### src/rtl/mrc_pkg.sv
// Shared widths, types and constants of the MRC combiner and 16-QAM slicer.
package mrc_pkg;

    localparam int CHAN_W    = 10;
    localparam int SAMPLE_W  = 20;
    localparam int LEVEL_W   = 3;
    localparam int BITS_W    = 4;
    localparam int SUM_W     = 34;
    localparam int ENERGY_W  = 22;
    localparam int PROD_W    = CHAN_W + SAMPLE_W;
    localparam int TERM_W    = PROD_W + 1;
    localparam int SQ_W      = 2 * CHAN_W;
    localparam int ETERM_W   = SQ_W;

    typedef logic signed [CHAN_W-1:0]   t_chan;
    typedef logic signed [SAMPLE_W-1:0] t_sample;
    typedef logic [LEVEL_W-1:0]         t_level;
    typedef logic [BITS_W-1:0]          t_bits;
    typedef logic signed [SUM_W-1:0]    t_sum;
    typedef logic [ENERGY_W-1:0]        t_energy;

    localparam t_level  LEVEL_RESET = 3'd2;
    localparam t_sum    SUM_MAX     = {1'b0, {(SUM_W - 1){1'b1}}};
    localparam t_sum    SUM_MIN     = {1'b1, {(SUM_W - 1){1'b0}}};
    localparam t_energy ENERGY_MAX  = {ENERGY_W{1'b1}};

endpackage

### src/rtl/mrc_in_if.sv
// Input channel: one antenna's channel estimate and received sample per request.
interface mrc_in_if;
    logic             valid;
    logic             ready;
    mrc_pkg::t_chan   chan_re;
    mrc_pkg::t_chan   chan_im;
    mrc_pkg::t_sample sample_re;
    mrc_pkg::t_sample sample_im;
    logic             last_antenna;

    modport source (
        output valid, chan_re, chan_im, sample_re, sample_im, last_antenna,
        input  ready
    );
    modport sink (
        input  valid, chan_re, chan_im, sample_re, sample_im, last_antenna,
        output ready
    );
endinterface

### src/rtl/mrc_out_if.sv
// Output channel: one decided 16-QAM symbol per request.
interface mrc_out_if;
    logic           valid;
    logic           ready;
    mrc_pkg::t_bits symbol_bits;
    logic           no_channel;

    modport source (output valid, symbol_bits, no_channel, input ready);
    modport sink (input valid, symbol_bits, no_channel, output ready);
endinterface

### src/rtl/mrc_combiner_16qam_slicer.sv
// Top level: maximal-ratio combiner over antennas with a hard 16-QAM decision.
//
// Each request on i_in carries one antenna's channel estimate and received
// sample. The block accumulates conj(h)*y and |h|^2 over the antennas of one
// symbol. A request with last_antenna set closes the symbol: one request
// appears on o_out with the four Gray bits, and the accumulators clear.
// Requests without last_antenna produce nothing on o_out.
// The user writes the decision level through i_cfg_we and i_cfg_data only
// while idle; the block does not enforce this. One request is accepted
// every cycle while i_in.ready is high. The path is four register stages:
// input, products, accumulation, decision, which a result passes in order.
// The output register is backed by a skid register, so a stalled result
// does not stop input; i_in.ready falls only when both hold results, and
// the whole pipeline then holds until o_out takes one.
// Synchronous reset clears the accumulators, empties the pipeline and sets
// the decision level to 2. Zero channel energy gives bits 0000 with
// no_channel set.
module mrc_combiner_16qam_slicer #(
    parameter int FRAC_BITS = 8
) (
    input  logic                   i_clk,
    input  logic                   i_rst_n,
    input  logic                   i_cfg_we,
    input  mrc_pkg::t_level        i_cfg_data,
    mrc_in_if.sink                 i_in,
    mrc_out_if.source              o_out
);

    localparam int SCALED_W = mrc_pkg::LEVEL_W + mrc_pkg::ENERGY_W;
    localparam int TH_W     = SCALED_W + FRAC_BITS;
    localparam int CMP_W    = (TH_W > mrc_pkg::SUM_W) ? TH_W : mrc_pkg::SUM_W;

    function automatic logic [mrc_pkg::SUM_W-1:0] magnitude(input mrc_pkg::t_sum v);
        logic [mrc_pkg::SUM_W-1:0] m;
        m = v[mrc_pkg::SUM_W-1] ? (~v + 1'b1) : v;
        return m;
    endfunction

    logic w_adv;

    mrc_pkg::t_level r_level;

    logic             r_s1_valid;
    mrc_pkg::t_chan   r_chan_re;
    mrc_pkg::t_chan   r_chan_im;
    mrc_pkg::t_sample r_sample_re;
    mrc_pkg::t_sample r_sample_im;
    logic             r_s1_last;

    logic signed [mrc_pkg::PROD_W-1:0] w_prod_rr;
    logic signed [mrc_pkg::PROD_W-1:0] w_prod_ii;
    logic signed [mrc_pkg::PROD_W-1:0] w_prod_ri;
    logic signed [mrc_pkg::PROD_W-1:0] w_prod_ir;
    logic signed [mrc_pkg::SQ_W-1:0]   w_sq_re;
    logic signed [mrc_pkg::SQ_W-1:0]   w_sq_im;

    logic                               r_s2_valid;
    logic signed [mrc_pkg::TERM_W-1:0]  r_term_re;
    logic signed [mrc_pkg::TERM_W-1:0]  r_term_im;
    logic [mrc_pkg::ETERM_W-1:0]        r_term_e;
    logic                               r_s2_last;

    mrc_pkg::t_sum    r_sum_real;
    mrc_pkg::t_sum    r_sum_imag;
    mrc_pkg::t_energy r_energy_sum;
    logic signed [mrc_pkg::SUM_W:0] w_wide_re;
    logic signed [mrc_pkg::SUM_W:0] w_wide_im;
    logic [mrc_pkg::ENERGY_W:0]     w_wide_e;
    mrc_pkg::t_sum    n_sum_real;
    mrc_pkg::t_sum    n_sum_imag;
    mrc_pkg::t_energy n_energy_sum;

    logic             r_dec_valid;
    mrc_pkg::t_sum    r_dec_re;
    mrc_pkg::t_sum    r_dec_im;
    mrc_pkg::t_energy r_dec_energy;

    logic [SCALED_W-1:0] w_scaled;
    logic [CMP_W-1:0]    w_thresh;
    logic [CMP_W-1:0]    w_mag_re;
    logic [CMP_W-1:0]    w_mag_im;
    mrc_pkg::t_bits      w_res_bits;
    logic                w_res_noch;

    logic           r_out_valid;
    mrc_pkg::t_bits r_out_bits;
    logic           r_out_noch;
    logic           r_skid_valid;
    mrc_pkg::t_bits r_skid_bits;
    logic           r_skid_noch;
    logic           w_out_take;
    logic           n_out_valid;
    logic           n_skid_valid;
    logic           w_load_out;
    logic           w_load_skid;

    // The pipeline moves whenever the skid register is free.
    assign w_adv      = !r_skid_valid;
    assign i_in.ready = w_adv;

    always_ff @(posedge i_clk) begin
        if (!i_rst_n) begin
            r_level <= mrc_pkg::LEVEL_RESET;
        end else if (i_cfg_we) begin
            r_level <= i_cfg_data;
        end
    end

    always_ff @(posedge i_clk) begin
        if (!i_rst_n) begin
            r_s1_valid <= 1'b0;
        end else if (w_adv) begin
            r_s1_valid <= i_in.valid;
        end
    end

    always_ff @(posedge i_clk) begin
        if (w_adv) begin
            r_chan_re   <= i_in.chan_re;
            r_chan_im   <= i_in.chan_im;
            r_sample_re <= i_in.sample_re;
            r_sample_im <= i_in.sample_im;
            r_s1_last   <= i_in.last_antenna;
        end
    end

    assign w_prod_rr = r_chan_re * r_sample_re;
    assign w_prod_ii = r_chan_im * r_sample_im;
    assign w_prod_ri = r_chan_re * r_sample_im;
    assign w_prod_ir = r_chan_im * r_sample_re;
    assign w_sq_re   = r_chan_re * r_chan_re;
    assign w_sq_im   = r_chan_im * r_chan_im;

    always_ff @(posedge i_clk) begin
        if (!i_rst_n) begin
            r_s2_valid <= 1'b0;
        end else if (w_adv) begin
            r_s2_valid <= r_s1_valid;
        end
    end

    always_ff @(posedge i_clk) begin
        if (w_adv) begin
            r_term_re <= mrc_pkg::TERM_W'(w_prod_rr) + mrc_pkg::TERM_W'(w_prod_ii);
            r_term_im <= mrc_pkg::TERM_W'(w_prod_ri) - mrc_pkg::TERM_W'(w_prod_ir);
            r_term_e  <= mrc_pkg::ETERM_W'($unsigned(w_sq_re))
                       + mrc_pkg::ETERM_W'($unsigned(w_sq_im));
            r_s2_last <= r_s1_last;
        end
    end

    // Saturating accumulation of the combined sample and the channel energy.
    always_comb begin
        w_wide_re = (mrc_pkg::SUM_W + 1)'(r_sum_real) + (mrc_pkg::SUM_W + 1)'(r_term_re);
        w_wide_im = (mrc_pkg::SUM_W + 1)'(r_sum_imag) + (mrc_pkg::SUM_W + 1)'(r_term_im);
        w_wide_e  = {1'b0, r_energy_sum} + (mrc_pkg::ENERGY_W + 1)'(r_term_e);

        if (w_wide_re[mrc_pkg::SUM_W] != w_wide_re[mrc_pkg::SUM_W-1]) begin
            n_sum_real = w_wide_re[mrc_pkg::SUM_W] ? mrc_pkg::SUM_MIN : mrc_pkg::SUM_MAX;
        end else begin
            n_sum_real = w_wide_re[mrc_pkg::SUM_W-1:0];
        end

        if (w_wide_im[mrc_pkg::SUM_W] != w_wide_im[mrc_pkg::SUM_W-1]) begin
            n_sum_imag = w_wide_im[mrc_pkg::SUM_W] ? mrc_pkg::SUM_MIN : mrc_pkg::SUM_MAX;
        end else begin
            n_sum_imag = w_wide_im[mrc_pkg::SUM_W-1:0];
        end

        if (w_wide_e[mrc_pkg::ENERGY_W]) begin
            n_energy_sum = mrc_pkg::ENERGY_MAX;
        end else begin
            n_energy_sum = w_wide_e[mrc_pkg::ENERGY_W-1:0];
        end
    end

    always_ff @(posedge i_clk) begin
        if (!i_rst_n) begin
            r_sum_real   <= '0;
            r_sum_imag   <= '0;
            r_energy_sum <= '0;
            r_dec_valid  <= 1'b0;
        end else if (w_adv) begin
            r_dec_valid <= r_s2_valid && r_s2_last;
            if (r_s2_valid) begin
                if (r_s2_last) begin
                    r_sum_real   <= '0;
                    r_sum_imag   <= '0;
                    r_energy_sum <= '0;
                end else begin
                    r_sum_real   <= n_sum_real;
                    r_sum_imag   <= n_sum_imag;
                    r_energy_sum <= n_energy_sum;
                end
            end
        end
    end

    always_ff @(posedge i_clk) begin
        if (w_adv) begin
            r_dec_re     <= n_sum_real;
            r_dec_im     <= n_sum_imag;
            r_dec_energy <= n_energy_sum;
        end
    end

    // Decision without division: compare magnitudes with (level * energy) << FRAC_BITS.
    always_comb begin
        w_scaled = r_level * r_dec_energy;
        w_thresh = CMP_W'(w_scaled) << FRAC_BITS;
        w_mag_re = CMP_W'(magnitude(r_dec_re));
        w_mag_im = CMP_W'(magnitude(r_dec_im));
        if (r_dec_energy == '0) begin
            w_res_bits = '0;
            w_res_noch = 1'b1;
        end else begin
            w_res_bits = {r_dec_im[mrc_pkg::SUM_W-1], w_mag_im > w_thresh,
                          r_dec_re[mrc_pkg::SUM_W-1], w_mag_re > w_thresh};
            w_res_noch = 1'b0;
        end
    end

    always_comb begin
        w_out_take   = r_out_valid && o_out.ready;
        w_load_out   = 1'b0;
        w_load_skid  = 1'b0;
        n_out_valid  = r_out_valid;
        n_skid_valid = r_skid_valid;
        if (r_skid_valid) begin
            if (w_out_take) begin
                n_skid_valid = 1'b0;
            end
        end else if (r_dec_valid) begin
            if (!r_out_valid || w_out_take) begin
                w_load_out  = 1'b1;
                n_out_valid = 1'b1;
            end else begin
                w_load_skid  = 1'b1;
                n_skid_valid = 1'b1;
            end
        end else if (w_out_take) begin
            n_out_valid = 1'b0;
        end
    end

    always_ff @(posedge i_clk) begin
        if (!i_rst_n) begin
            r_out_valid  <= 1'b0;
            r_skid_valid <= 1'b0;
        end else begin
            r_out_valid  <= n_out_valid;
            r_skid_valid <= n_skid_valid;
        end
    end

    always_ff @(posedge i_clk) begin
        if (r_skid_valid && w_out_take) begin
            r_out_bits <= r_skid_bits;
            r_out_noch <= r_skid_noch;
        end else if (w_load_out) begin
            r_out_bits <= w_res_bits;
            r_out_noch <= w_res_noch;
        end
        if (w_load_skid) begin
            r_skid_bits <= w_res_bits;
            r_skid_noch <= w_res_noch;
        end
    end

    assign o_out.valid       = r_out_valid;
    assign o_out.symbol_bits = r_out_bits;
    assign o_out.no_channel  = r_out_noch;

endmodule
### src/flat_wrapper.sv
// flat-port wrapper written by rule: the top's interface ports become plain ports
module mrc_combiner_16qam_slicer_flat 
#(
    parameter int FRAC_BITS = 8
)
  (i_clk, i_rst_n, i_cfg_we, i_cfg_data, i_in_valid, i_in_chan_re, i_in_chan_im, i_in_sample_re, i_in_sample_im, i_in_last_antenna, i_in_ready, o_out_valid, o_out_symbol_bits, o_out_no_channel, o_out_ready);
  mrc_in_if i_in_i ();
  mrc_out_if o_out_i ();
  input  logic i_clk;
  input  logic i_rst_n;
  input  logic i_cfg_we;
  input  mrc_pkg::t_level i_cfg_data;
  input wire logic [$bits(i_in_i.valid)-1:0] i_in_valid;
  input wire logic [$bits(i_in_i.chan_re)-1:0] i_in_chan_re;
  input wire logic [$bits(i_in_i.chan_im)-1:0] i_in_chan_im;
  input wire logic [$bits(i_in_i.sample_re)-1:0] i_in_sample_re;
  input wire logic [$bits(i_in_i.sample_im)-1:0] i_in_sample_im;
  input wire logic [$bits(i_in_i.last_antenna)-1:0] i_in_last_antenna;
  output wire logic [$bits(i_in_i.ready)-1:0] i_in_ready;
  output wire logic [$bits(o_out_i.valid)-1:0] o_out_valid;
  output wire logic [$bits(o_out_i.symbol_bits)-1:0] o_out_symbol_bits;
  output wire logic [$bits(o_out_i.no_channel)-1:0] o_out_no_channel;
  input wire logic [$bits(o_out_i.ready)-1:0] o_out_ready;
  assign i_in_i.valid = i_in_valid;
  assign i_in_i.chan_re = i_in_chan_re;
  assign i_in_i.chan_im = i_in_chan_im;
  assign i_in_i.sample_re = i_in_sample_re;
  assign i_in_i.sample_im = i_in_sample_im;
  assign i_in_i.last_antenna = i_in_last_antenna;
  assign i_in_ready = i_in_i.ready;
  assign o_out_valid = o_out_i.valid;
  assign o_out_symbol_bits = o_out_i.symbol_bits;
  assign o_out_no_channel = o_out_i.no_channel;
  assign o_out_i.ready = o_out_ready;
  mrc_combiner_16qam_slicer #(.FRAC_BITS(FRAC_BITS)) u_core (.i_clk(i_clk), .i_rst_n(i_rst_n), .i_cfg_we(i_cfg_we), .i_cfg_data(i_cfg_data), .i_in(i_in_i), .o_out(o_out_i));
endmodule
### config.mk
export PLATFORM = sky130hd
export DESIGN_NAME = mrc_combiner_16qam_slicer_flat
export DESIGN_NICKNAME = d
export VERILOG_FILES = /design/src/rtl/mrc_pkg.sv /design/src/rtl/mrc_in_if.sv /design/src/rtl/mrc_out_if.sv /design/src/rtl/mrc_combiner_16qam_slicer.sv /design/src/flat_wrapper.sv
export SDC_FILE = /design/constraint.sdc
export NUM_CORES = 2
export LEC_CHECK = 0
export BUFFER_PORTS_ARGS = -buffer_cell sky130_fd_sc_hd__clkbuf_2
export CAP_MARGIN = 20
export CORE_MARGIN = 2
export CORE_UTILIZATION = 60
export CTS_BUF_LIST = sky130_fd_sc_hd__clkbuf_16
export CTS_CLUSTER_SIZE = 8
export DETAILED_ROUTE_END_ITERATION = 16
export PLACE_DENSITY_LB_ADDON = 0.2
export SETUP_SLACK_MARGIN = 0.1
export SLEW_MARGIN = 20
export SYNTH_ARGS = -nofsm -noshare
export SYNTH_HDL_FRONTEND = slang
export SYNTH_SLANG_ARGS = --single-unit
export TNS_END_PERCENT = 50
### constraint.sdc
create_clock -name i_clk -period 7.2 [get_ports i_clk]
set_clock_uncertainty 0.1 [all_clocks]
set_input_delay 0.36 -clock i_clk [delete_from_list [all_inputs] [get_ports i_clk]]
set_output_delay 0.36 -clock i_clk [all_outputs]
set_load 0.1 [all_outputs]
==> out/qor.log <==
[timing] Final setup viols 1
[place] Placed Instance Area 0.0588 mm2
[drt] number of vias after detailed routing 40.5k
[drt] residual antenna-violating net count after detailed routing 0
[synth] Post-Syn Nets 7457
[layout] area of all placed cells without fillers 0.0618 mm2
[timing] tightest slew margin relative to the limit 29.2%
[grt] via count of the first global-routing pass 42.9k
[hold_path] Hold Path Origin i_rst_n
[grt] wire length of the first global-routing pass 228 mm
[critical_path] reg-to-reg critical path startpoint u_core.r_chan_re[3]
[timing] Fin Setup TNS -6.76 ps
[synth] Netlist cell types 69
[synth] count of mapped cells out of synthesis 5902
[critical_path] Worst path top cell family by delay adder cells
[floorplan] initial core utilization 60.7%
[clock_network] number of clock buffers inserted by TritonCTS 51
[timing] post-route minimum period 7210 ps
[clock_network] CTS clk-pin slew, worst paths 60 ps
[layout] layout net count 7680
[critical_path] path length in cells of the critical path 26
[drt] wire per inst 19.0 um
[grt] combined global-route utilization of all metal layers 30.8%
[synth] most used flip-flop cell after synthesis edfxtp_1
[outcome] status finished with violations
[hold_path] Tightest Hold Check Type in -> reg
[critical_path] critical path capture point type flip-flop
[critical_path] CP arrival 7530 ps
[synth] synthesized cell area 0.0558 mm2
[clock_network] clk buf depth 3
[synth] number of synthesized register bits 342
[drt] detailed-routing iteration count for the pre-antenna-repair pass 6
[floorplan] placeable core area 0.0919 mm2
[critical_path] delay of the slowest cell on the worst path 540 ps
[synth] total of warnings raised by yosys 0
[layout] fraction of layout cells with a size suffix above 1 8.03%
[clock_network] master cell of the clock root buffer clkbuf_16
[clock_network] clock network latency to the later pin of the worst-skew pair 670 ps
[place] total half-perimeter wirelength after legalization and detailed placement 114 mm
[place] final estimated routing congestion in global placement 0.936
[critical_path] WP buf/inv 9
[synth] synthesized area per cell 9.45 um2
[layout] signed area change from the synthesized netlist to the final layout 10.9%
[timing] unrepaired setup endpoints after global routing true
[timing] number of pins exceeding their max-slew limit in the final report 0
[critical_path] largest fanout of any net on the critical path 8
[place] Post-Place Worst Slack -126 ps
[floorplan] Die W 309 um
[grt] pin count of the biggest net entering global routing 135
[grt] total overflow reported by the global router 0
[timing] Slew @ Worst Pin 1060 ps
[critical_path] worst reg2reg path depth 26
[drt] DRT iter0 DRCs 2846
[flow_run] number of max-capacitance violations reported 0
[hold_path] count of cells along the worst hold path 3
[layout] commonest non-fill, non-tap cells in the layout inv_1, fa_1, nand2_1, ha_1, and2_1
[drt] DRC violations left 0
[floorplan] floorplan die area 0.0954 mm2
[synth] number of enable-type register cells in the synthesized netlist 244
[place] count of port buffers added during placement 75
[synth] post-synthesis sequential area ratio 16.7%
[grt] initial antenna violation count 5
[critical_path] Crit Path Category reg -> reg
[timing] crit path setup slack, layout -6.76 ps
[drt] via/cell ratio 5.47
[critical_path] CP max stage cell fa_1
[clock_network] TritonCTS clock tree built
[timing] Fin. Hold Viols 0
[critical_path] CP Data Required Time 7520 ps
[clock_network] # clock sinks 342
[clock_network] H-tree levels 2
[timing] final clock period utilization by the worst path 100%
[critical_path] most used cell along the critical path fa_1
[timing] Max Clock Freq 139 MHz
[timing] hold slack final 74.2 ps
[drt] Detailed Route WL 141 mm
[floorplan] Top-Level Pins 76
[critical_path] Critical Path Source u_core.r_chan_re[3]
[layout] most common library cell in the layout ignoring fill and taps inv_1
[synth] Synth async-reset ratio 0%
[critical_path] nature of the critical path startpoint flip-flop
[floorplan] Site Rows 111
[floorplan] height of the chip 309 um
[outcome] violated checks negative setup slack
-- registers in the layout, indices dropped and copies added, names as in the netlist, 10 cells and up --
| name | cells |
|---|---|
| u_core.r_dec_im | 34 |
| u_core.r_term_im | 31 |
| u_core.r_sample_im | 20 |
| u_core.r_chan_re | 10 |
| u_core.r_dec_energy | 22 |
| u_core.r_sum_imag | 34 |
| u_core.r_term_e | 20 |
| u_core.r_chan_im | 10 |
| u_core.r_sample_re | 20 |
| u_core.r_term_re | 31 |
| u_core.r_sum_real | 34 |
| u_core.r_energy_sum | 22 |
| u_core.r_dec_re | 34 |
-- cells by family after synthesis --
| group | share of synthesized area (%) |
|---|---|
| simple gates | 14.0 |
| compound gates | 7.42 |
| flops | 16.7 |
| buf+inv | 10.4 |
| fa+ha+maj | 47.4 |
| xor+xnor | 3.93 |
| mux | 0.150 |
-- layer usage --
| metal | vias to the layer above | global-route usage [%] | share of wire [%] |
|---|---|---|---|
| li1 | 18600 | - | - |
| met1 | 20300 | 40.5 | 40 |
| met2 | 1295 | 51.6 | 48 |
| met3 | 309 | 4.43 | 6.6 |
| met4 | 2 | 13.0 | 4.9 |
| met5 | - | 0 | 0.0092 |
-- final timing paths --
path | end | slack, ps
setup / recovery | u_core.r_term_re[28] | -7
hold / removal | u_core.r_skid_valid | 70
hold reg to reg | u_core.r_s2_last | 350
setup reg to reg | u_core.r_term_re[28] | -7
-- timing repair --
| action | CTS | global route |
|---|---|---|
| setup endpoints to repair | 10 | 22 |
| cloned | 0 | 2 |
| pin swaps | 3 | 52 |
| hold buffers | 70 | 0 |
| gates resized for setup | 7 | 91 |
| endpoints found under the hold margin | 68 | 0 |
| setup buffers | 2 | 35 |
-- stage by stage --
stage               util [%]  instances
finish                  67.2       7411
global placement        64.0       7207
floorplan                  -       5902
CTS                     66.4       7374
global route            67.2       7411
detailed placement      64.0       7207
-- synthesized netlist by cell type, types with 4 or more instances --
cell / count / area, um2
a2111oi_0: 6 / 52.6
a211o_1: 6 / 52.6
a211oi_1: 20 / 150
a21boi_0: 6 / 45.0
a21o_1: 77 / 578
a21oi_1: 157 / 786
a22o_1: 43 / 377
a311oi_1: 6 / 52.6
a31o_2: 9 / 78.8
a31oi_1: 13 / 81.3
and2_1: 407 / 2550
and3_1: 22 / 138
clkbuf_1: 238 / 893
dfxtp_1: 98 / 1960
edfxtp_1: 244 / 7330
fa_1: 1033 / 20700
ha_1: 453 / 5670
inv_1: 1305 / 4900
maj3_1: 11 / 110
mux2i_1: 5 / 50.1
nand2_1: 667 / 2500
nand2b_1: 44 / 275
nand3_1: 34 / 170
nand4_1: 21 / 131
nor2_1: 237 / 890
nor2b_1: 74 / 463
nor3_1: 38 / 190
nor3b_1: 4 / 30.0
nor4_1: 11 / 68.8
o2111ai_1: 4 / 35.0
o211ai_1: 13 / 97.6
o21a_1: 33 / 248
o21ai_0: 182 / 911
o21bai_1: 20 / 150
o31a_1: 8 / 70.1
o31ai_1: 19 / 143
or2_2: 9 / 56.3
or3_1: 16 / 100
or4_1: 9 / 67.6
xnor2_1: 190 / 1660
xor2_1: 60 / 526
-- area by class of cell --
cell class                      count  area [um2]
Tap cell                         1243        1560
Antenna cell                        1        2.50
Inverter                         1305        4910
Clock buffer                       51        1280
Clock inverter                     44         267
Sequential cell                   342        9290
Multi-Input combinational cell   4015       41000
Timing Repair Buffer              410        3520
Fill cell                        7439       30100
-- worst min-delay path, cell delays in order --
cell	delay, ps
clkbuf_2	230
nand2_1	110
nor2_1	40
Power is left out: the tool's default activity adds up to more than one toggle a clock period on the data nets, which glitch-free logic cannot reach.
